`src/tccs_pkg.sv`:
```
`timescale 1ns / 1ps
// ----------------------------------------------------------------------------
// tccs_pkg
// Shared types, codes and constants of the text console engine.
// ----------------------------------------------------------------------------
package tccs_pkg;

    localparam int MAX_COLS_DEF = 128;
    localparam int MAX_ROWS_DEF = 64;

    // Stream payload widths
    localparam int CH_W       = 8;
    localparam int RCOL_W     = 7;
    localparam int RROW_W     = 6;
    localparam int ACT_W      = 2;
    localparam int CELL_W     = 16;
    localparam int OCOL_W     = 7;
    localparam int OROW_W     = 6;
    localparam int IN_DATA_W  = 24;
    localparam int OUT_DATA_W = 32;

    // Configuration port
    localparam int CFG_IDX_W  = 2;
    localparam int CFG_DATA_W = 8;
    localparam int COLS_REG_W = 8;
    localparam int ROWS_REG_W = 7;
    localparam int ATTR_W     = 8;

    localparam logic [CFG_IDX_W-1:0] REG_COLUMNS   = 2'd0;
    localparam logic [CFG_IDX_W-1:0] REG_ROWS      = 2'd1;
    localparam logic [CFG_IDX_W-1:0] REG_ATTRIBUTE = 2'd2;

    localparam logic [COLS_REG_W-1:0] COLS_RST = 8'd80;
    localparam logic [ROWS_REG_W-1:0] ROWS_RST = 7'd25;
    localparam logic [ATTR_W-1:0]     ATTR_RST = 8'd7;

    // Characters and cells
    localparam logic [CH_W-1:0]   CH_NEWLINE = 8'd10;
    localparam logic [CH_W-1:0]   CH_TAB     = 8'd9;
    localparam logic [CH_W-1:0]   CH_BLANK   = 8'h20;
    localparam logic [CELL_W-1:0] CELL_RST   = 16'h0720;
    localparam int                TAB_STEP   = 4;

    typedef enum logic [ACT_W-1:0] {
        ACT_PUT   = 2'd0,
        ACT_CLEAR = 2'd1,
        ACT_READ  = 2'd2,
        ACT_NOP   = 2'd3
    } t_action;

endpackage

```
`src/tccs_seq.sv`:
```
`timescale 1ns / 1ps
// ----------------------------------------------------------------------------
// tccs_seq
// Action sequencer: cursor, cell buffer walks and the result register.
// ----------------------------------------------------------------------------
module tccs_seq
    import tccs_pkg::*;
#(
    parameter int MAX_COLS = MAX_COLS_DEF,
    parameter int MAX_ROWS = MAX_ROWS_DEF
) (
    input  logic                                   i_clk,
    input  logic                                   i_rst_n,
    input  logic [$clog2(MAX_COLS+1)-1:0]          i_ncols,
    input  logic [$clog2(MAX_ROWS+1)-1:0]          i_nrows,
    input  logic [ATTR_W-1:0]                      i_attr,
    input  logic                                   s_axis_tvalid,
    output logic                                   s_axis_tready,
    input  logic [IN_DATA_W-1:0]                   s_axis_tdata,
    input  logic [ACT_W-1:0]                       s_axis_tuser,
    output logic                                   m_axis_tvalid,
    input  logic                                   m_axis_tready,
    output logic [OUT_DATA_W-1:0]                  m_axis_tdata,
    output logic                                   o_ram_we,
    output logic [$clog2(MAX_COLS*MAX_ROWS)-1:0]   o_ram_waddr,
    output logic [CELL_W-1:0]                      o_ram_wdata,
    output logic [$clog2(MAX_COLS*MAX_ROWS)-1:0]   o_ram_raddr,
    input  logic [CELL_W-1:0]                      i_ram_rdata
);

    localparam int CW    = $clog2(MAX_COLS + 1);
    localparam int RW    = $clog2(MAX_ROWS + 1);
    localparam int CELLS = MAX_COLS * MAX_ROWS;
    localparam int AW    = $clog2(CELLS);

    typedef enum logic [10:0] {
        ST_INIT      = 11'b000_0000_0001,
        ST_IDLE      = 11'b000_0000_0010,
        ST_PUT       = 11'b000_0000_0100,
        ST_TAB       = 11'b000_0000_1000,
        ST_CHECK     = 11'b000_0001_0000,
        ST_SCROLL    = 11'b000_0010_0000,
        ST_SCRL_LAST = 11'b000_0100_0000,
        ST_BLANK     = 11'b000_1000_0000,
        ST_CLEAR     = 11'b001_0000_0000,
        ST_RD_WAIT   = 11'b010_0000_0000,
        ST_FINISH    = 11'b100_0000_0000
    } t_state;

    function automatic logic [AW-1:0] cell_addr(input logic [RW-1:0] row,
                                                input logic [CW-1:0] col);
        return AW'(int'(row) * MAX_COLS + int'(col));
    endfunction

    t_state              r_state, n_state;
    logic [CW-1:0]       r_col, n_col;
    logic [RW-1:0]       r_row, n_row;
    logic [CH_W-1:0]     r_ch, n_ch;
    logic [CW-1:0]       r_cnt_col, n_cnt_col;
    logic [RW-1:0]       r_cnt_row, n_cnt_row;
    logic                r_pend_valid, n_pend_valid;
    logic [AW-1:0]       r_pend_addr, n_pend_addr;
    logic [AW-1:0]       r_init_addr, n_init_addr;
    logic                r_scr, n_scr;
    logic [CELL_W-1:0]   r_cell, n_cell;
    logic                r_rd_ok, n_rd_ok;
    logic                r_out_valid, n_out_valid;
    logic [OUT_DATA_W-1:0] r_out_data, n_out_data;

    t_action             in_act;
    logic [CH_W-1:0]     in_ch;
    logic [RCOL_W-1:0]   in_rcol;
    logic [RROW_W-1:0]   in_rrow;
    logic [CW-1:0]       sat_col;
    logic [RW-1:0]       sat_row;
    logic [CW-1:0]       col_inc;
    logic [CW-1:0]       last_col;
    logic [RW-1:0]       last_row;
    logic [CELL_W-1:0]   blank_cell;

    assign in_act  = t_action'(s_axis_tuser);
    assign in_ch   = s_axis_tdata[CH_W-1:0];
    assign in_rcol = s_axis_tdata[CH_W+RCOL_W-1:CH_W];
    assign in_rrow = s_axis_tdata[CH_W+RCOL_W+RROW_W-1:CH_W+RCOL_W];

    assign last_col   = i_ncols - CW'(1);
    assign last_row   = i_nrows - RW'(1);
    assign sat_col    = (r_col >= i_ncols) ? last_col : r_col;
    assign sat_row    = (r_row >= i_nrows) ? last_row : r_row;
    assign col_inc    = r_col + CW'(1);
    assign blank_cell = {i_attr, CH_BLANK};

    assign s_axis_tready = (r_state == ST_IDLE);
    assign m_axis_tvalid = r_out_valid;
    assign m_axis_tdata  = r_out_data;

    always_comb begin
        n_state      = r_state;
        n_col        = r_col;
        n_row        = r_row;
        n_ch         = r_ch;
        n_cnt_col    = r_cnt_col;
        n_cnt_row    = r_cnt_row;
        n_pend_valid = r_pend_valid;
        n_pend_addr  = r_pend_addr;
        n_init_addr  = r_init_addr;
        n_scr        = r_scr;
        n_cell       = r_cell;
        n_rd_ok      = r_rd_ok;
        n_out_valid  = r_out_valid;
        n_out_data   = r_out_data;
        o_ram_we     = 1'b0;
        o_ram_waddr  = cell_addr(r_row, r_col);
        o_ram_wdata  = blank_cell;
        o_ram_raddr  = cell_addr(r_cnt_row, r_cnt_col);

        if (r_out_valid && m_axis_tready) begin
            n_out_valid = 1'b0;
        end

        case (r_state)
            ST_INIT: begin
                o_ram_we    = 1'b1;
                o_ram_waddr = r_init_addr;
                o_ram_wdata = CELL_RST;
                if (r_init_addr == AW'(CELLS - 1)) begin
                    n_state = ST_IDLE;
                end else begin
                    n_init_addr = r_init_addr + AW'(1);
                end
            end
            ST_IDLE: begin
                if (s_axis_tvalid) begin
                    n_scr  = 1'b0;
                    n_cell = '0;
                    case (in_act)
                        ACT_PUT: begin
                            n_col = sat_col;
                            n_row = sat_row;
                            n_ch  = in_ch;
                            if (in_ch == CH_NEWLINE) begin
                                n_col   = '0;
                                n_row   = sat_row + RW'(1);
                                n_state = ST_CHECK;
                            end else if (in_ch == CH_TAB) begin
                                n_state = ST_TAB;
                            end else begin
                                n_state = ST_PUT;
                            end
                        end
                        ACT_CLEAR: begin
                            n_cnt_col = '0;
                            n_cnt_row = '0;
                            n_state   = ST_CLEAR;
                        end
                        ACT_READ: begin
                            o_ram_raddr = AW'(int'(in_rrow) * MAX_COLS + int'(in_rcol));
                            n_rd_ok     = (int'(in_rcol) < MAX_COLS) &&
                                          (int'(in_rrow) < MAX_ROWS);
                            n_state     = ST_RD_WAIT;
                        end
                        default: begin
                            n_state = ST_FINISH;
                        end
                    endcase
                end
            end
            ST_PUT: begin
                o_ram_we    = 1'b1;
                o_ram_wdata = {i_attr, r_ch};
                if (col_inc >= i_ncols) begin
                    n_col = '0;
                    n_row = r_row + RW'(1);
                end else begin
                    n_col = col_inc;
                end
                n_state = ST_CHECK;
            end
            ST_TAB: begin
                o_ram_we = 1'b1;
                if (((col_inc & CW'(TAB_STEP - 1)) != '0) && (col_inc < last_col)) begin
                    n_col = col_inc;
                end else begin
                    if (col_inc >= i_ncols) begin
                        n_col = '0;
                        n_row = r_row + RW'(1);
                    end else begin
                        n_col = col_inc;
                    end
                    n_state = ST_CHECK;
                end
            end
            ST_CHECK: begin
                if (r_row >= i_nrows) begin
                    n_row        = last_row;
                    n_scr        = 1'b1;
                    n_cnt_col    = '0;
                    n_cnt_row    = RW'(1);
                    n_pend_valid = 1'b0;
                    n_state      = (i_nrows == RW'(1)) ? ST_BLANK : ST_SCROLL;
                end else begin
                    n_state = ST_FINISH;
                end
            end
            ST_SCROLL: begin
                // Read one row below, write back the cell read last cycle
                n_pend_valid = 1'b1;
                n_pend_addr  = cell_addr(r_cnt_row, r_cnt_col) - AW'(MAX_COLS);
                o_ram_we     = r_pend_valid;
                o_ram_waddr  = r_pend_addr;
                o_ram_wdata  = i_ram_rdata;
                if (r_cnt_col == last_col) begin
                    n_cnt_col = '0;
                    if (r_cnt_row == last_row) begin
                        n_state = ST_SCRL_LAST;
                    end else begin
                        n_cnt_row = r_cnt_row + RW'(1);
                    end
                end else begin
                    n_cnt_col = r_cnt_col + CW'(1);
                end
            end
            ST_SCRL_LAST: begin
                o_ram_we     = 1'b1;
                o_ram_waddr  = r_pend_addr;
                o_ram_wdata  = i_ram_rdata;
                n_pend_valid = 1'b0;
                n_cnt_col    = '0;
                n_state      = ST_BLANK;
            end
            ST_BLANK: begin
                o_ram_we    = 1'b1;
                o_ram_waddr = cell_addr(last_row, r_cnt_col);
                if (r_cnt_col == last_col) begin
                    n_state = ST_FINISH;
                end else begin
                    n_cnt_col = r_cnt_col + CW'(1);
                end
            end
            ST_CLEAR: begin
                o_ram_we    = 1'b1;
                o_ram_waddr = cell_addr(r_cnt_row, r_cnt_col);
                if (r_cnt_col == last_col) begin
                    n_cnt_col = '0;
                    if (r_cnt_row == last_row) begin
                        n_col   = '0;
                        n_row   = '0;
                        n_state = ST_FINISH;
                    end else begin
                        n_cnt_row = r_cnt_row + RW'(1);
                    end
                end else begin
                    n_cnt_col = r_cnt_col + CW'(1);
                end
            end
            ST_RD_WAIT: begin
                n_cell  = r_rd_ok ? i_ram_rdata : '0;
                n_state = ST_FINISH;
            end
            ST_FINISH: begin
                // Hold until the result register is free
                if (!r_out_valid || m_axis_tready) begin
                    n_out_valid = 1'b1;
                    n_out_data  = {2'b00, r_scr, OROW_W'(r_row), OCOL_W'(r_col), r_cell};
                    n_state     = ST_IDLE;
                end
            end
            default: begin
                n_state = ST_IDLE;
            end
        endcase
    end

    always_ff @(posedge i_clk) begin
        if (!i_rst_n) begin
            r_state      <= ST_INIT;
            r_col        <= '0;
            r_row        <= '0;
            r_pend_valid <= 1'b0;
            r_init_addr  <= '0;
            r_out_valid  <= 1'b0;
        end else begin
            r_state      <= n_state;
            r_col        <= n_col;
            r_row        <= n_row;
            r_pend_valid <= n_pend_valid;
            r_init_addr  <= n_init_addr;
            r_out_valid  <= n_out_valid;
        end
    end

    always_ff @(posedge i_clk) begin
        r_ch        <= n_ch;
        r_cnt_col   <= n_cnt_col;
        r_cnt_row   <= n_cnt_row;
        r_pend_addr <= n_pend_addr;
        r_scr       <= n_scr;
        r_cell      <= n_cell;
        r_rd_ok     <= n_rd_ok;
        r_out_data  <= n_out_data;
    end

endmodule

```
`config.mk`:
```
export PLATFORM = sky130hd
export DESIGN_NAME = tccs_seq
export DESIGN_NICKNAME = d
export VERILOG_FILES = /design/src/tccs_pkg.sv /design/src/tccs_seq.sv
export SDC_FILE = /design/constraint.sdc
export NUM_CORES = 1
export LEC_CHECK = 0
export ABC_AREA = 1
export BUFFER_PORTS_ARGS = -buffer_cell sky130_fd_sc_hd__buf_4
export CAP_MARGIN = 20
export CORE_MARGIN = 2
export CORE_UTILIZATION = 35
export DETAILED_ROUTE_END_ITERATION = 10
export SYNTH_ARGS = -nofsm -noshare
export SYNTH_HDL_FRONTEND = slang
export SYNTH_SLANG_ARGS = --single-unit
```
`constraint.sdc`:
```
create_clock -name i_clk -period 4.2 [get_ports i_clk]
set_input_delay 0.21 -clock i_clk [delete_from_list [all_inputs] [get_ports i_clk]]
set_output_delay 0.21 -clock i_clk [all_outputs]
set_load 0.05 [all_outputs]
```
======== Word level (Yosys, flattened, before mapping) ========
Index checks and enable logic that the tools add are counted.
operators by class
  add/sub/neg operators ................... 13
  order comparisons ....................... 4
  eq/ne operators ......................... 35
  multiplexer cells ....................... 61
  bitwise logic cells ..................... 1
  reductions and logical operators ........ 27
operators with widths
  cell                                                             number
  11-bit case mux with 11 select lines                             1
  8-bit two-way mux                                                14
  11-bit two-way mux                                               10
  7-bit two-way mux                                                13
  13-bit case mux with 4 select lines                              1
  16-bit case mux with 3 select lines                              1
  8-bit case mux with 5 select lines                               1
  13-bit by 8-bit adder with 13-bit output                         3
  13-bit two-way mux                                               3
  7-bit case mux with 5 select lines                               1
  11-bit case mux with 3 select lines                              1
  16-bit case mux with 2 select lines                              1
  8-bit case mux with 4 select lines                               1
  2-bit inequality test, second input constant                     12
  7-bit by 1-bit adder with 7-bit output, second input constant    3
  7-bit case mux with 3 select lines                               1
  6-bit AND reduction                                              3
  8-bit by 1-bit adder with 8-bit output, second input constant    2
  8-bit by 4-bit == test with 1-bit output, second input constant  2
  8-bit greater-or-equal comparator                                2
  16-bit two-way mux                                               1
  13-bit by 1-bit adder with 13-bit output, second input constant  1
  13-bit by 7-bit adder with 13-bit output                         1
  13-bit == test, second input constant                            1
  other kinds (44)                                                 61
storage, ports and cells
  register bits ........................... 124
  input port bits ......................... 69
  logic and storage cells ................. 154

======== Depth between registers and ports, before layout ========
  depth in word-level cells ............... 7
  depth in mapped cells ................... 20

======== Worst setup path after synthesis ========
Ideal clock, no wire load.
  path type ............................... reg-to-output
  from .................................... register r_state[10]
  to ...................................... output port o_ram_wdata[13]
  data arrival time ....................... 2.500 ns
  required time ........................... 3.990 ns
  path slack .............................. 1.490 ns
  cell stages (with the launch flop) ...... 9
  path buffers ............................ 1
  cells stage by stage .................... dfxtp_1 -> inv_1 -> nand3_1 -> nor2_1 -> nand2_1 -> nand2_1 -> inv_1 -> clkbuf_1 -> o21ai_0
on the way
  cells in the longest elaborated chain, start to end .. 3
RTL lines
  element                                                                                                        line             source
  start: declaration                                                                                             tccs_seq.sv:55   t_state r_state, n_state;
  start signal: assignment                                                                                       tccs_seq.sv:283  r_state <= n_state;
  11-bit by 6-bit == test with 1-bit output / 11-bit by 7-bit == test with 1-bit output (equally long branches)  tccs_seq.sv:121  case (r_state)
  2-bit OR reduction (no line)                                                                                   n/a
  16-bit case mux with 3 select lines *                                                                          tccs_seq.sv:121
  end: declaration                                                                                               tccs_seq.sv:26   output logic [CELL_W-1:0] o_ram_wdata,
Mark *: on every way between the ends. The rest lies on a longest branch, timed or not.

======== Final worst setup path ========
  from .................................... register r_state[6]
  to ...................................... output port o_ram_raddr[11]
on the way
  cells in the longest elaborated chain, start to end .. 2
RTL lines
  element                                    line             source
  11-bit by 2-bit == test with 1-bit output  tccs_seq.sv:121
  13-bit two-way mux                         tccs_seq.sv:121
  end: declaration                           tccs_seq.sv:27   output logic [$clog2(MAX_COLS*MAX_ROWS)-1:0] o_ram_raddr,
No other way between the ends.

==> qor.csv <==
metric,value,unit
pre-CTS setup slack,1.206,ns
R2R Path End,r_cnt_row[5],
yosys warns,0,
DRT Pass-1 Iters,5,
Slew headroom,0.3518,
PnR worst setup slack,0.6552,ns
top area cells in the synthesized netlist,"edfxtp_1 (30%), nand2_1 (11%), dfxtp_1 (9.9%)",
share of flip-flops with an asynchronous set or reset,0,
# fillers,2400,
final hold viol count,0,
All-Layer GR Usage,0.2048,
Reg2Reg Depth,9,
vias in the first global route,7301,
Resized cells post-CTS,0,
Layout Cells excl Fill,1593,
CTS tree,yes,
pins over their slew limit,0,
DRT Wirelength,25.35,mm
CTS Buf Count,17,
vias,7936,
Crit. Startpoint,r_state[6],
final setup fails,0,
worst hold path depth,3,
Max-Cap Viols,0,
WP data required,3.99,ns
largest net degree at the start of global routing,31,
Mapped Area,8317,µm²
fin util,0.4460,
Slew @ Worst Pin,0.9712,ns
library cells used by synthesis,48,
H-Tree Depth,4,
RR Startpoint,r_state[6],
CP Class,flip-flop to primary output,
Synth Area per Inst,7.520,µm²
predominant post-synthesis flop cell,edfxtp_1,
post-synthesis cell count,1106,
Fin Setup TNS,0,ns
port buffer count,140,
Worst-Skew Late Latency,0.43,ns
share of post-route cells with drive strength above 1,0.1672,
"Design Area, Final",10440,µm²
Final ANT Viol Nets,0,
Layout area overhead,25.50,%
"Reg clk slew, reported paths",0.06,ns
Clock Tree Buf Depth,2,
Achievable Freq,282.1,MHz
crit path capture type,primary output,
Tot Pwr,6.110,mW
minimum clock period,3.545,ns
Die Span X,158.2,µm
Leak,4.785,nW
routed len/inst,15.91,µm
post-synthesis sequential area ratio,0.3984,
first-pass GRT wire length,38.94,mm
# diodes,0,
DR DRC count,0,
initial antenna violation count,0,
io pins,146,
crit path max fanout,24,
clock root cell,clkbuf_16,
Synth area leader,edfxtp_1,
core area,23400,µm²
number of synthesized flops with an enable pin,83,
Setup crit start kind,flip-flop,
DP Wirelength,20.02,mm
Site Rows,56,
status,completed,
Max VDD drop,0.5512,mV
Setup Skew,0.008549,ns
nets@finish,1377,
aggregate global routing overflow,0,
end of the worst hold path,r_cell[14],
Placed Area,9731,µm²
unrepaired setup endpoints after global routing,no,
die area,25010,µm²
gpl congestion,0.9742,
DRT iter0 DRCs,665,
HP Start,i_ram_rdata[14],
Die Ht,158.2,µm
Final Cycle Share,0.8440,
PD cells,585.4,nW/µm²
flop2flop setup slack,1.22,ns
Synth Register Bits,124,
HP Class,input pin to flip-flop,
post-placement cell count,1553,
post-synth top area share,0.2997,
Vias per Instance,4.982,
Worst EP arrival,3.33,ns
clk sinks,124,
hold slack,0.09145,ns
Starting Density,0.3554,
-- cell families (layout without fill, tap and decap cells) --
family          Yosys count  in the layout  synth area share
compound gates          170            170            0.1157
xor+xnor                 36             36           0.03957
fa+ha+maj                47             47           0.07071
buf+inv                 183            350           0.08425
flops                   124            124            0.3984
other cells               1              2         0.0004509
simple gates            545            545            0.2910
-- worst max-delay path: stages, from the launching register on --
cell and delay, ns:
dfxtp_1 0.32, nor2_1 0.19, nand2_1 0.17, nor2_2 0.47
nand2_2 0.23, nor4_1 0.53, inv_1 0.47, o21ai_0 0.28
inv_1 0.06, buf_4 0.19
-- cells in the final DEF (no fill, tap or decap), types with 2 or more instances in the layout --
cell type	n
nor3b_1	4
xor2_1	28
nor2_4	7
o22ai_1	9
inv_2	4
o21ai_0	63
conb_1	2
or2_2	2
o2111ai_1	2
nand2_2	4
nand3_2	4
inv_6	4
edfxtp_1	83
ha_1	47
inv_8	4
o221ai_1	2
dlygate4sd3_1	8
nor2_2	8
and3_1	2
clkinv_4	3
a21boi_0	2
a21oi_1	67
xnor2_1	7
a221oi_1	9
nand2_1	246
o21ai_2	2
inv_1	162
o211ai_1	5
nand3b_1	5
clkbuf_16	17
nand3_1	65
nor3_1	20
buf_4	144
bufinv_16	3
dfxtp_1	41
nor4_1	6
a31oi_1	2
nand4_1	21
nor2_1	146
-- state kept, by name, summed over array words and instances (netlist names) --
signal / flops
r_ch: 8
r_pend_valid: 1
r_cnt_row: 7
m_axis_tvalid: 1
r_init_addr: 13
r_row: 7
r_cell: 16
r_state: 11
m_axis_tdata: 30
r_cnt_col: 8
r_scr: 1
r_pend_addr: 13
r_col: 8
-- worst max-delay path by stage --
stage	to	slack [ns]	cells past startpoint
finish	o_ram_raddr[11]	0.66	9
global route	o_ram_raddr[12]	0.28	9
CTS	o_ram_raddr[11]	0.76	9
detailed placement	o_ram_raddr[10]	1.21	9
global placement	o_ram_raddr[10]	1.25	9
floorplan	o_ram_wdata[13]	1.49	8
-- final cells by class --
cell class,instances,area (µm²),area share
repair buffers,152,1161,0.1112
multi-input cells,800,4314,0.4133
clock buffers,17,425.4,0.04076
flip-flops and latches,124,3313,0.3174
well taps,319,399.1,0.03824
clock inverters,15,201.4,0.01930
inverters,166,623.1,0.05970
-- Yosys cell counts, types with 2 or more instances --
library cell	n
nand3_1	65
nor4_1	6
nor2_4	6
nor3b_1	4
buf_2	2
nand2_2	4
dfxtp_1	41
nand3_2	4
nand2_1	246
o2111ai_1	2
inv_1	162
buf_4	3
o22ai_1	9
and3_1	2
o21ai_0	63
o221ai_1	2
nand3b_1	5
xor2_1	28
o21ai_2	2
a21boi_0	2
nor2_2	8
xnor2_1	7
nor2_1	147
edfxtp_1	83
o211ai_1	5
a31oi_1	2
a21oi_1	67
nand4_1	21
a221oi_1	9
nor3_1	20
clkbuf_1	12
or2_2	2
ha_1	47
inv_2	4
-- layer usage --
layer | vias to the layer above | wire length [µm] | GRT usage | part of all wire
met5 | - | 0 | 0 | 0
met1 | 3651 | 11150 | 0.2683 | 0.44
met4 | 0 | 677 | 0.07593 | 0.027
li1 | 3985 | - | - | -
met2 | 256 | 11900 | 0.3331 | 0.47
met3 | 44 | 1623 | 0.04270 | 0.064
-- repair_timing --
action,in CTS,in global routing
endpoints found under the hold margin,8,0
buffers inserted,0,0
hold buffers,8,0
-- report_power, final --
| part | internal (mW) | switching, mW | total [mW] |
|---|---|---|---|
| Combinational | 0.788 | 2.11 | 2.89 |
| Sequential | 1.51 | 0.121 | 1.63 |
| Clock | 0.958 | 0.628 | 1.59 |
No activity file was read; power rests on OpenSTA's default activity.
