`config.mk`:
```
export PLATFORM = sky130hd
export DESIGN_NAME = tccs_regs
export DESIGN_NICKNAME = d
export VERILOG_FILES = /design/src/tccs_pkg.sv /design/src/tccs_regs.sv
export SDC_FILE = /design/constraint.sdc
export NUM_CORES = 1
export LEC_CHECK = 0
export BUFFER_PORTS_ARGS = -buffer_cell sky130_fd_sc_hd__buf_4
export CORE_AREA = 2 2 49 51
export DETAILED_ROUTE_END_ITERATION = 6
export DIE_AREA = 0 0 51 53
export PLACE_DENSITY_LB_ADDON = 0.25
export SLEW_MARGIN = 20
export SYNTH_ARGS = -nofsm -noshare
export SYNTH_HDL_FRONTEND = slang
export SYNTH_SLANG_ARGS = --single-unit
```
`constraint.sdc`:
```
create_clock -name i_clk -period 2.8 [get_ports i_clk]
set_input_delay 0.56 -clock i_clk [delete_from_list [all_inputs] [get_ports i_clk]]
set_output_delay 0.56 -clock i_clk [all_outputs]
set_load 0.02 [all_outputs]
```
`src/tccs_pkg.sv`:
```
`timescale 1ns / 1ps
// ----------------------------------------------------------------------------
// tccs_pkg
// Shared types, codes and constants of the text console engine.
// ----------------------------------------------------------------------------
package tccs_pkg;

    localparam int MAX_COLS_DEF = 128;
    localparam int MAX_ROWS_DEF = 64;

    // Stream payload widths
    localparam int CH_W       = 8;
    localparam int RCOL_W     = 7;
    localparam int RROW_W     = 6;
    localparam int ACT_W      = 2;
    localparam int CELL_W     = 16;
    localparam int OCOL_W     = 7;
    localparam int OROW_W     = 6;
    localparam int IN_DATA_W  = 24;
    localparam int OUT_DATA_W = 32;

    // Configuration port
    localparam int CFG_IDX_W  = 2;
    localparam int CFG_DATA_W = 8;
    localparam int COLS_REG_W = 8;
    localparam int ROWS_REG_W = 7;
    localparam int ATTR_W     = 8;

    localparam logic [CFG_IDX_W-1:0] REG_COLUMNS   = 2'd0;
    localparam logic [CFG_IDX_W-1:0] REG_ROWS      = 2'd1;
    localparam logic [CFG_IDX_W-1:0] REG_ATTRIBUTE = 2'd2;

    localparam logic [COLS_REG_W-1:0] COLS_RST = 8'd80;
    localparam logic [ROWS_REG_W-1:0] ROWS_RST = 7'd25;
    localparam logic [ATTR_W-1:0]     ATTR_RST = 8'd7;

    // Characters and cells
    localparam logic [CH_W-1:0]   CH_NEWLINE = 8'd10;
    localparam logic [CH_W-1:0]   CH_TAB     = 8'd9;
    localparam logic [CH_W-1:0]   CH_BLANK   = 8'h20;
    localparam logic [CELL_W-1:0] CELL_RST   = 16'h0720;
    localparam int                TAB_STEP   = 4;

    typedef enum logic [ACT_W-1:0] {
        ACT_PUT   = 2'd0,
        ACT_CLEAR = 2'd1,
        ACT_READ  = 2'd2,
        ACT_NOP   = 2'd3
    } t_action;

endpackage

```
`src/tccs_regs.sv`:
```
`timescale 1ns / 1ps
// ----------------------------------------------------------------------------
// tccs_regs
// Configuration registers and the clamped screen size in use.
// ----------------------------------------------------------------------------
module tccs_regs
    import tccs_pkg::*;
#(
    parameter int MAX_COLS = MAX_COLS_DEF,
    parameter int MAX_ROWS = MAX_ROWS_DEF
) (
    input  logic                            i_clk,
    input  logic                            i_rst_n,
    input  logic                            i_cfg_we,
    input  logic [CFG_IDX_W-1:0]            i_cfg_idx,
    input  logic [CFG_DATA_W-1:0]           i_cfg_wdata,
    output logic [$clog2(MAX_COLS+1)-1:0]   o_ncols,
    output logic [$clog2(MAX_ROWS+1)-1:0]   o_nrows,
    output logic [ATTR_W-1:0]               o_attr
);

    localparam int CW = $clog2(MAX_COLS + 1);
    localparam int RW = $clog2(MAX_ROWS + 1);

    logic [COLS_REG_W-1:0] r_cols;
    logic [ROWS_REG_W-1:0] r_rows;
    logic [ATTR_W-1:0]     r_attr;

    always_ff @(posedge i_clk) begin
        if (!i_rst_n) begin
            r_cols <= COLS_RST;
            r_rows <= ROWS_RST;
            r_attr <= ATTR_RST;
        end else if (i_cfg_we) begin
            case (i_cfg_idx)
                REG_COLUMNS:   r_cols <= COLS_REG_W'(i_cfg_wdata);
                REG_ROWS:      r_rows <= ROWS_REG_W'(i_cfg_wdata);
                REG_ATTRIBUTE: r_attr <= ATTR_W'(i_cfg_wdata);
                default: ;
            endcase
        end
    end

    always_comb begin
        if (r_cols == '0) begin
            o_ncols = CW'(1);
        end else if (int'(r_cols) > MAX_COLS) begin
            o_ncols = CW'(MAX_COLS);
        end else begin
            o_ncols = CW'(r_cols);
        end
        if (r_rows == '0) begin
            o_nrows = RW'(1);
        end else if (int'(r_rows) > MAX_ROWS) begin
            o_nrows = RW'(MAX_ROWS);
        end else begin
            o_nrows = RW'(r_rows);
        end
    end

    assign o_attr = r_attr;

endmodule

```
# Word level (Yosys, flattened, before mapping)
# Cells that the tools add are included.
# W data, S select, Z words.
# op_classes
mul,0
n_reduce_logical,6
shift,0
magnitude_cmp,2
div,0
muxes,4
add_sub_neg,0
n_eq_ne,2
bitwise_logic,0
# ops
cell,n
$mux W8,2
$mux W7,2
$gt A8 B8 Y1 const B,1
$logic_not A8 Y1,1
$gt A7 B7 Y1 const B,1
$logic_not A7 Y1,1
$reduce_and A2 Y1,3
$eq A2 B1 Y1 const B,1
$eq A2 B2 Y1 const B,1
$logic_not A2 Y1,1
# totals
mem_bits_rw,0
out_inout_bits,23
memories,0
elab_cells,17
rom_bits,0
ff_bits,23
latch_bits,0

# Longest topological paths before layout
# Gate-level depths: netlist (run 1).
# depth
depth_word,3
depth_mapped,3
mapped_depth_nobuf,2

# Least setup slack after synthesis (run 1)
# No wires, ideal clock.
# synth_path
path_type,register to output
start,register r_rows[1]
end,output o_nrows[0]
t_required_ns,2.240
arrival_ns,1.381
stages_incl_launch_ff,3
slack_ns,0.859
path_cell_list,dfxtp_1 -> or3_1 -> o41ai_1
# synth_between
elab_chain_cells,3
# synth_rtl
item,line_no,text
start: declaration,tccs_regs.sv:26,logic [ROWS_REG_W-1:0] r_rows;
start signal: assignment,tccs_regs.sv:37,REG_ROWS: r_rows <= ROWS_REG_W'(i_cfg_wdata);
$gt A7 B7 Y1,tccs_regs.sv:54,end else if (int'(r_rows) > MAX_ROWS) begin
$mux W7,tccs_regs.sv:54,
$mux W7 (*),tccs_regs.sv:52,if (r_rows == '0) begin
end: declaration,tccs_regs.sv:18,"output logic [$clog2(MAX_ROWS+1)-1:0] o_nrows,"
# Every way passes the cells marked *; elsewhere a longest branch is shown, timed or not.

# Worst setup path in the final report (run 1)
# layout_path
start,register r_cols[1]
end,output o_ncols[0]
# layout_between
elab_chain_cells,3
# layout_rtl
item,line_no,text
start: declaration,tccs_regs.sv:25,logic [COLS_REG_W-1:0] r_cols;
start signal: assignment,tccs_regs.sv:36,REG_COLUMNS: r_cols <= COLS_REG_W'(i_cfg_wdata);
$gt A8 B8 Y1,tccs_regs.sv:47,end else if (int'(r_cols) > MAX_COLS) begin
$mux W8,tccs_regs.sv:47,
$mux W8 (*),tccs_regs.sv:45,if (r_cols == '0) begin
end: declaration,tccs_regs.sv:17,"output logic [$clog2(MAX_COLS+1)-1:0] o_ncols,"
# Marked as above.

==> results of run 1 <==
==> routing by layer <==
layer / wire, um / share of wire (%) / vias to the layer above
li1: - / - / 431
met1: 979 / 45 / 400
met2: 1059 / 49 / 22
met3: 104 / 4.8 / 2
met4: 17 / 0.79 / 0
met5: 0 / 0 / -
==> critical path, cell delays in order, from the launching register on <==
cell and delay, ns:
sky130_fd_sc_hd__dfxtp_1 0.35, sky130_fd_sc_hd__or4_4 0.53, sky130_fd_sc_hd__o41ai_2 0.20, sky130_fd_sc_hd__buf_4 0.18
==> layout make-up <==
| class | count | area (sq um) |
|---|---|---|
| tap | 28 | 35.03 |
| timing repair buffer | 36 | 270.3 |
| clock buffer | 3 | 22.52 |
| multi-input combinational | 77 | 545.5 |
| sequential | 23 | 460.4 |
| inverter | 2 | 7.507 |
| fill | 198 | 802.0 |
| clock inverter | 1 | 5.005 |
==> power breakdown <==
part | total, uW | internal [uW] | switching (uW) | leakage [uW]
Sequential | 350 | 340 | 9.66 | 0.000187
Combinational | 105 | 50.5 | 54.3 | 0.000433
Clock | 150 | 53.2 | 96.7 | 0.0000177
Total | 604 | 444 | 161 | 0.000638
==> metrics by stage <==
stage          area, sq um  setup slack (ns)  cells
2_1_floorplan         1054            0.8593    111
3_3_place_gp          1319             1.032    166
3_5_place_dp          1319             1.009    166
4_1_cts               1346            0.6514    170
5_1_grt               1346            0.6023    170
6_report              1346            0.6764    170
==> worst max path at each step <==
stage	slack, ns	endpoint	startpoint
3_5_place_dp	1.01	o_ncols[0]	r_cols[1]$_SDFFE_PN0P_
2_1_floorplan	0.86	o_nrows[0]	r_rows[1]$_SDFFE_PN0P_
4_1_cts	0.65	o_ncols[0]	r_cols[1]$_SDFFE_PN0P_
5_1_grt	0.60	o_ncols[0]	r_cols[1]$_SDFFE_PN0P_
6_report	0.68	o_ncols[0]	r_cols[1]$_SDFFE_PN0P_
3_3_place_gp	1.03	o_ncols[0]	r_cols[1]$_SDFFE_PN0P_
==> cells in the final DEF (no fill, tap or decap), types with 2 or more instances in the layout <==
cell                       Yosys  routed
sky130_fd_sc_hd__a211o_1       3       3
sky130_fd_sc_hd__and4b_1       3       3
sky130_fd_sc_hd__inv_1         2       2
sky130_fd_sc_hd__nand2_1      23      23
sky130_fd_sc_hd__nor2b_1      15      15
sky130_fd_sc_hd__nand3b_1      2       2
sky130_fd_sc_hd__dfxtp_1      23      23
sky130_fd_sc_hd__buf_4         1      36
sky130_fd_sc_hd__mux2i_1      19      19
sky130_fd_sc_hd__clkbuf_4      0       3
==> sequential cells by signal, summed over array words and instances, names as in the netlist <==
register  cells
o_attr        8
r_cols        8
r_rows        7
==> logic make-up after synthesis <==
| kind of cell | Yosys count | share of synthesized area (%) |
|---|---|---|
| and+or+nand+nor | 52 | 28.15 |
| DFF | 23 | 43.71 |
| muxes | 19 | 18.05 |
| buffers and inverters | 11 | 4.513 |
| AOI/OAI and AO/OA | 6 | 5.583 |
==> metrics.txt, run 1 <==
run status finished clean; Sink Count 23; ranking of synthesized cells by instance count sky130_fd_sc_hd__dfxtp_1 (23), sky130_fd_sc_hd__nand2_1 (23), sky130_fd_sc_hd__mux2i_1 (19), sky130_fd_sc_hd__nor2b_1 (15), sky130_fd_sc_hd__clkbuf_1 (6); H-tree depth reported by CTS 1; weighted congestion at the end of routability-driven global placement 0.7068; data required time at the worst endpoint between 2 and 2.5 ns; met1 GRT Util about a fifth; residual DRC count 0; P_leak 0.0006382 uW; final design utilization 62.67%; number of buffers inserted during clock tree synthesis 3; startpoint of the lowest-slack hold path r_cols[0]$_SDFFE_PN0P_; Die Outline Area ~2700 sq um; number of violations of the max-capacitance limit 0; Reg-to-Reg Start r_cols[7]$_SDFFE_PN0P_; startpoint-to-endpoint class of the critical path reg -> out; Setup Fix Bufs, Post-CTS 0; Post-CTS Hold Buffers 0; actual transition at the worst max-transition pin 0.4334 ns; leading area contributor after synthesis sky130_fd_sc_hd__dfxtp_1; internal reg-to-reg setup slack between 1.5 and 2 ns; EDFF count, synth 0; gate count of the mapped netlist between 100 and 150; post-route clock skew 0 ns; busiest grt layer met2; critical path launch point type flip-flop; end of the worst register-to-register path r_cols[7]$_SDFFE_PN0P_; Max Slew Vio Count 0; synthesized net count ~120; setup repair after global routing missed its margin no; Via-to-Cell Ratio between 5 and 6; class of the worst hold path reg -> reg; average wire per cell in the routed design roughly 13 um; final-layout setup total negative slack 0 ns; number of cells traversed by the worst register-to-register path 2; Worst-Skew Late Latency ~0.30 ns; Worst setup EP type output pin; Yosys Warn Count 0; vias in the first global route roughly 850; post-synthesis async set-or-reset flop share 0%; global route overflow 0; width of the die about 51 um; clock tree root buffer cell sky130_fd_sc_hd__clkbuf_4; number of antenna violations at the first check in global routing 0; count of antenna-violating nets left after detailed routing 0; end point of the worst hold path r_cols[0]$_SDFFE_PN0P_; Period minus WS final around 2.1 ns; worst hold slack between 0.4 and 0.5 ns; depth of the worst hold-timing path 2; Mean Syn Cell Area approximately 9.5 sq um; GR Util All Layers 17.90%; cells resized by post-CTS repair 0; first-pass GRT wire length 3.636 mm; P per Cell Area 448.8 nW/um^2; met2 usage in global routing 32.25%; share of cells above drive strength 1 between 30% and 40%; arrival time of data at the critical path endpoint between 1.5 and 2 ns; count of state elements after synthesis 23; most instantiated flip-flop cell in the synthesis netlist sky130_fd_sc_hd__dfxtp_1; tightest slew margin relative to the limit between 70% and 80%; final wirelength between 2 and 2.5 mm; I/O Buffers 35; Area contributors post-synth sky130_fd_sc_hd__dfxtp_1 (44%), sky130_fd_sc_hd__mux2i_1 (18%), sky130_fd_sc_hd__nor2b_1 (8.9%); total number of placement rows 17; boundary pin count 36; total iterations of the first detailed-routing run 4; largest net degree at the start of global routing 32; sequential cell area fraction in the yosys report between 40% and 50%; Peak supply drop 0.2454 mV; clock tree from TritonCTS done; ANT cells 0; CTS clk-pin slew, worst paths 0.13 ns; via count between 800 and 900; achievable clock frequency ~470 MHz; Area growth, synth to finish 27.79%; overall die height roughly 53 um; Final period util about three quarters; Hold Vio Cnt, Final 0; detailed placer's ending HPWL 1.648 mm; number of design-rule violations left by the first detailed-router iteration 8; number of library cell types mapped by synthesis 23; Max FO, Critical Path 3; number of nets at the end of the flow around 160; power after layout 604.2 uW; top cell type's share of synthesized area 43.71%; Final setup viols 0; starting density of the core 49.04%; clock tree buffer depth 2; met3 demand-to-capacity share in global routing 2.825%; synthesized cell area about 1100 sq um; Core Area 2148 sq um
(Power assumes the default switching activity.)
==> run 2: changes to the inputs <==
CORE_AREA = 2 2 53 55   (was 2 2 49 51)
DIE_AREA = 0 0 55 57   (was 0 0 51 53)
clock period = 1.8 ns   (was 2.8 ns; I/O delays follow)
==> metrics.txt, run 2 (synthesis results as in run 1) <==
run status finished, violations left; violated checks negative setup slack; achievable clock frequency just over 500 MHz; Post-CTS Hold Buffers 0; first-pass GRT wire length around 3.7 mm; Period minus WS final 1.927 ns; Via-to-Cell Ratio 4.977; critical path's slowest cell sky130_fd_sc_hd__or4_4; total number of placement rows 19; detailed placer's ending HPWL 1.639 mm; stage delay of the slowest cell on the critical path around 0.52 ns; Cell Count, Final, Fillers Out between 150 and 200; residual DRC count 0; P per Cell Area between 600 and 700 nW/um^2; gate family responsible for the most delay along the worst path simple AND/OR/NAND/NOR gates; total iterations of the first detailed-routing run 4; boundary pin count 36; Max Slew Vio Count 0; Final period util 107.0%; PnR worst setup slack -0.1268 ns; I/O Buffers 35; H-tree depth reported by CTS 1; weighted congestion at the end of routability-driven global placement between 0.7 and 0.8; area of all placed cells without fillers ~1400 sq um; clock tree root buffer cell sky130_fd_sc_hd__clkbuf_4; CTS clk-pin slew, worst paths ~0.13 ns; final-layout setup total negative slack -0.1268 ns; largest net degree at the start of global routing 32; Area growth, synth to finish 32.07%; global route overflow 0; number of nets at the end of the flow 158; Final setup viols 1; number of buffers and inverters on the critical path 1; total area of sequential cells roughly 460 sq um; width of the die 55 um; final design utilization between 50% and 60%; vias in the first global route 850; Filler Cells Inserted 250; post-placement setup slack about 0.22 ns; via count roughly 870; Worst-Skew Late Latency 0.30 ns; number of buffers inserted during clock tree synthesis 3; Peak supply drop approximately 0.52 mV; number of design-rule violations left by the first detailed-router iteration 7; critical path launch point type flip-flop; number of violations of the max-capacitance limit 0; arrival time of data at the critical path endpoint between 1.5 and 2 ns; Worst setup EP type output pin; Die Outline Area 3135 sq um; final wirelength roughly 2.2 mm; tightest slew margin relative to the limit 75.73%; ANT cells 0; starting density of the core about two fifths; number of antenna violations at the first check in global routing 0; P_leak 0.0006531 uW; startpoint-to-endpoint class of the critical path reg -> out; clock tree from TritonCTS done; number of instances in the placed design 170; leading cell type in the layout, fill and taps excluded sky130_fd_sc_hd__buf_4; overall die height 57 um; Sink Count 23; Hold Vio Cnt, Final 0; commonest cells after routing, fill and taps aside sky130_fd_sc_hd__buf_4 (38), sky130_fd_sc_hd__nand2_1 (23), sky130_fd_sc_hd__dfxtp_1 (21); class of the worst hold path in -> reg; area of combinational cells with multiple inputs 569.3 sq um; cell area reported after detailed placement roughly 1300 sq um; Max FO, Critical Path 2; data required time at the worst endpoint 1.44 ns; clock tree buffer depth 2; cells traversed along the worst timing path or4_4, o41ai_2, buf_4; actual transition at the worst max-transition pin ~0.36 ns; count of antenna-violating nets left after detailed routing 0; Core Area between 2000 and 3000 sq um; post-route clock skew 0 ns; setup repair after global routing missed its margin yes; GR Util All Layers ~16%; average wire per cell in the routed design between 10 and 15 um; share of cells above drive strength 1 34.03%
==> run 2: cell count changes in the layout (fill, tap and decap cells not counted), sizes merged <==
cell and change:
buf +2
==> run 2: routing by layer <==
| layer | GRT usage (%) | share of wire [%] | vias up | routed length (um) |
|---|---|---|---|---|
| met3 | 3.141 | 4.2 | 2 | 93 |
| met1 | 19.40 | 44 | 407 | 972 |
| met2 | 26.70 | 51 | 17 | 1124 |
| met5 | 0 | 0 | - | 0 |
| met4 | 6.272 | 0.59 | 0 | 13 |
| li1 | - | - | 445 | - |
==> run 2: timing repair <==
action | 4_1_cts | 5_1_grt
buffers inserted | 1 | 0
gates resized for setup | 2 | 3
setup endpoints to repair | 2 | 2
==> run 2: through the flow <==
step,hold WS [ns],total power (uW)
floorplan,0.4298,646.8
global placement,0.4456,718.3
detailed placement,0.4596,720.3
CTS,0.2857,963.2
global route,0.2914,1006
finish,0.2939,952.7
==> run 2: area by class of cell <==
class / count / share of cell area (%)
Clock buffer: 3 / 1.619
Clock inverter: 1 / 0.3597
Inverter: 2 / 0.5396
Multi-Input combinational cell: 77 / 40.92
Sequential cell: 23 / 33.27
Tap cell: 31 / 2.788
Timing Repair Buffer: 38 / 20.50
==> run 2: tightest hold or removal path: stages <==
cell and delay [ns]:
sky130_fd_sc_hd__buf_4 0.11, sky130_fd_sc_hd__nand2_1 0.05, sky130_fd_sc_hd__mux2i_1 0.05
==> run 2: final timing paths <==
kind,start,endpoint,slack (ns),cells after the start
max,r_cols[1]$_SDFFE_PN0P_,o_ncols[0],-0.13,3
min,i_cfg_wdata[0],r_cols[0]$_SDFFE_PN0P_,0.29,3
min reg2reg,r_cols[0]$_SDFFE_PN0P_,r_cols[0]$_SDFFE_PN0P_,0.47,2
max reg2reg,r_cols[7]$_SDFFE_PN0P_,r_cols[7]$_SDFFE_PN0P_,0.97,2
==> run 2: where the power goes <==
| part | leakage [uW] | switching, uW | internal [uW] | total [uW] |
|---|---|---|---|---|
| clock | 0.0000177 | 155 | 83.0 | 238 |
| sequential | 0.000188 | 16.6 | 529 | 546 |
| combinational | 0.000447 | 85.7 | 83.1 | 169 |
==> run 3: changes to the inputs <==
CORE_AREA = 2 2 60 62   (was 2 2 53 55)
DIE_AREA = 0 0 62 64   (was 0 0 55 57)
==> metrics.txt, run 3 (synthesis results as in run 1) <==
run status finished, violations left; violated checks negative setup slack; achievable clock frequency 517.2 MHz; overall die height around 64 um; number of violations of the max-capacitance limit 0; Core Area 3284 sq um; weighted congestion at the end of routability-driven global placement ~0.75; via count between 800 and 900; Via-to-Cell Ratio roughly 4.5; number of antenna violations at the first check in global routing 0; leading cell type in the layout, fill and taps excluded sky130_fd_sc_hd__buf_4; number of buffers inserted during clock tree synthesis 3; tightest slew margin relative to the limit about three quarters; Reg-to-Reg Start r_cols[7]$_SDFFE_PN0P_; ANT cells 0; PnR worst setup slack -0.1333 ns; final-layout setup total negative slack -0.1333 ns; startpoint-to-endpoint class of the critical path reg -> out; clock tree buffer depth 2; number of nets at the end of the flow ~160; arrival time of data at the critical path endpoint ~1.6 ns; number of design-rule violations left by the first detailed-router iteration 23; critical path launch point type flip-flop; final wirelength about 2.4 mm; Final period util 107.4%; starting density of the core 32.08%; Max FO, Critical Path 3; setup repair after global routing missed its margin yes; capturing instance or port of the critical path o_ncols[0]; Worst setup EP type output pin; detailed placer's ending HPWL between 1.5 and 2 mm; first-pass GRT wire length around 3.8 mm; total iterations of the first detailed-routing run 3; Post-CTS Hold Buffers 0; clock tree root buffer cell sky130_fd_sc_hd__clkbuf_4; Sink Count 23; boundary pin count 36; P per Cell Area roughly 680 nW/um^2; depth of the worst hold-timing path 3; H-tree depth reported by CTS 1; residual DRC count 0; P_leak ~0.00065 uW; Area growth, synth to finish 32.07%; CTS clk-pin slew, worst paths between 0.1 and 0.15 ns; average wire per cell in the routed design 12.48 um; Hold Vio Cnt, Final 0; I/O Buffers 35; post-route clock skew 0 ns; share of cells above drive strength 1 33.57%; Period minus WS final 1.933 ns; number of cells traversed by the worst register-to-register path 2; largest net degree at the start of global routing 32; Die Outline Area between 3000 and 4000 sq um; Peak supply drop roughly 0.34 mV; count of antenna-violating nets left after detailed routing 0; actual transition at the worst max-transition pin around 0.35 ns; internal reg-to-reg setup slack 0.98 ns; crit path launch r_cols[1]$_SDFFE_PN0P_; data required time at the worst endpoint 1.44 ns; number of instances in the placed design ~190; Final setup viols 1; class of the worst hold path in -> reg; width of the die 62 um; Cell Count, Final, Fillers Out ~190; post-placement setup slack approximately 0.20 ns; Max Slew Vio Count 0; total number of placement rows 21; GR Util All Layers about an eighth; commonest cells after routing, fill and taps aside sky130_fd_sc_hd__buf_4 (37), sky130_fd_sc_hd__nand2_1 (23), sky130_fd_sc_hd__dfxtp_1 (21); global route overflow 0; Worst-Skew Late Latency 0.30 ns; clock tree from TritonCTS done; end of the worst register-to-register path r_cols[7]$_SDFFE_PN0P_; vias in the first global route around 850
run 3: cell types whose count changed in the layout (fill, tap and decap cells not counted):
| cell | change |
|---|---|
| sky130_fd_sc_hd__buf_4 | -1 |
| sky130_fd_sc_hd__o41ai_2 | +1 |
| sky130_fd_sc_hd__o41ai_4 | -1 |
run 3: metal layers:
metal / share of wire [%] / vias up / routed length (um) / track usage (%)
met5: 0 / - / 0 / 0
met4: 1.1 / 0 / 27 / 4.787
met3: 3.1 / 2 / 74 / 1.822
met2: 51 / 16 / 1205 / 21.48
met1: 45 / 396 / 1050 / 15.48
li1: - / 439 / - / -
run 3: worst min path at each step:
| stage | startpoint | end | slack, ns |
|---|---|---|---|
| 3_3_place_gp | r_cols[0]$_SDFFE_PN0P_ | r_cols[0]$_SDFFE_PN0P_ | 0.45 |
| 2_1_floorplan | r_cols[0]$_SDFFE_PN0P_ | r_cols[0]$_SDFFE_PN0P_ | 0.43 |
| 3_5_place_dp | o_attr[4]$_SDFFE_PN0P_ | o_attr[4]$_SDFFE_PN0P_ | 0.45 |
| 5_1_grt | i_cfg_wdata[0] | r_cols[0]$_SDFFE_PN0P_ | 0.29 |
| 6_report | i_cfg_wdata[0] | r_cols[0]$_SDFFE_PN0P_ | 0.31 |
| 4_1_cts | i_cfg_wdata[0] | r_cols[0]$_SDFFE_PN0P_ | 0.30 |
run 3: through the flow:
stage / hold WS [ns] / util (%) / area (sq um) / total power, uW
after floorplan: 0.4298 / - / 1054 / 646.8
after global placement: 0.4484 / 41.07 / 1349 / 720.1
after detailed placement: 0.4550 / 41.07 / 1349 / 722.0
after CTS: 0.2980 / 42.21 / 1386 / 959.5
after global routing: 0.2874 / 42.36 / 1391 / 1001
final: 0.3066 / 42.36 / 1391 / 945.4
run 3: cell type report:
type | instances | area, sq um
Fill cell | 337 | 1893
Multi-Input combinational cell | 77 | 558.0
Sequential cell | 23 | 462.9
Timing Repair Buffer | 37 | 277.8
Tap cell | 46 | 57.56
Clock buffer | 3 | 22.52
Inverter | 2 | 7.507
Clock inverter | 1 | 5.005
run 3: worst max-delay path: stages (launching register included):
cell and delay, ns:
sky130_fd_sc_hd__dfxtp_2 0.35, sky130_fd_sc_hd__or4_4 0.52, sky130_fd_sc_hd__o41ai_2 0.21, sky130_fd_sc_hd__buf_4 0.19
run 3: timing repair:
| item | CTS | global route |
|---|---|---|
| endpoints found under the setup margin | 2 | 2 |
| buffers inserted | 0 | 0 |
| pin swaps | 0 | 0 |
| gates cloned | 0 | 0 |
| gates resized for setup | 3 | 1 |
run 3: where the power goes:
part,switching [uW],internal (uW),total (uW)
Sequential,15.5,529,544
Clock,151,82.8,234
Combinational,86.4,81.0,167
Total,253,693,945
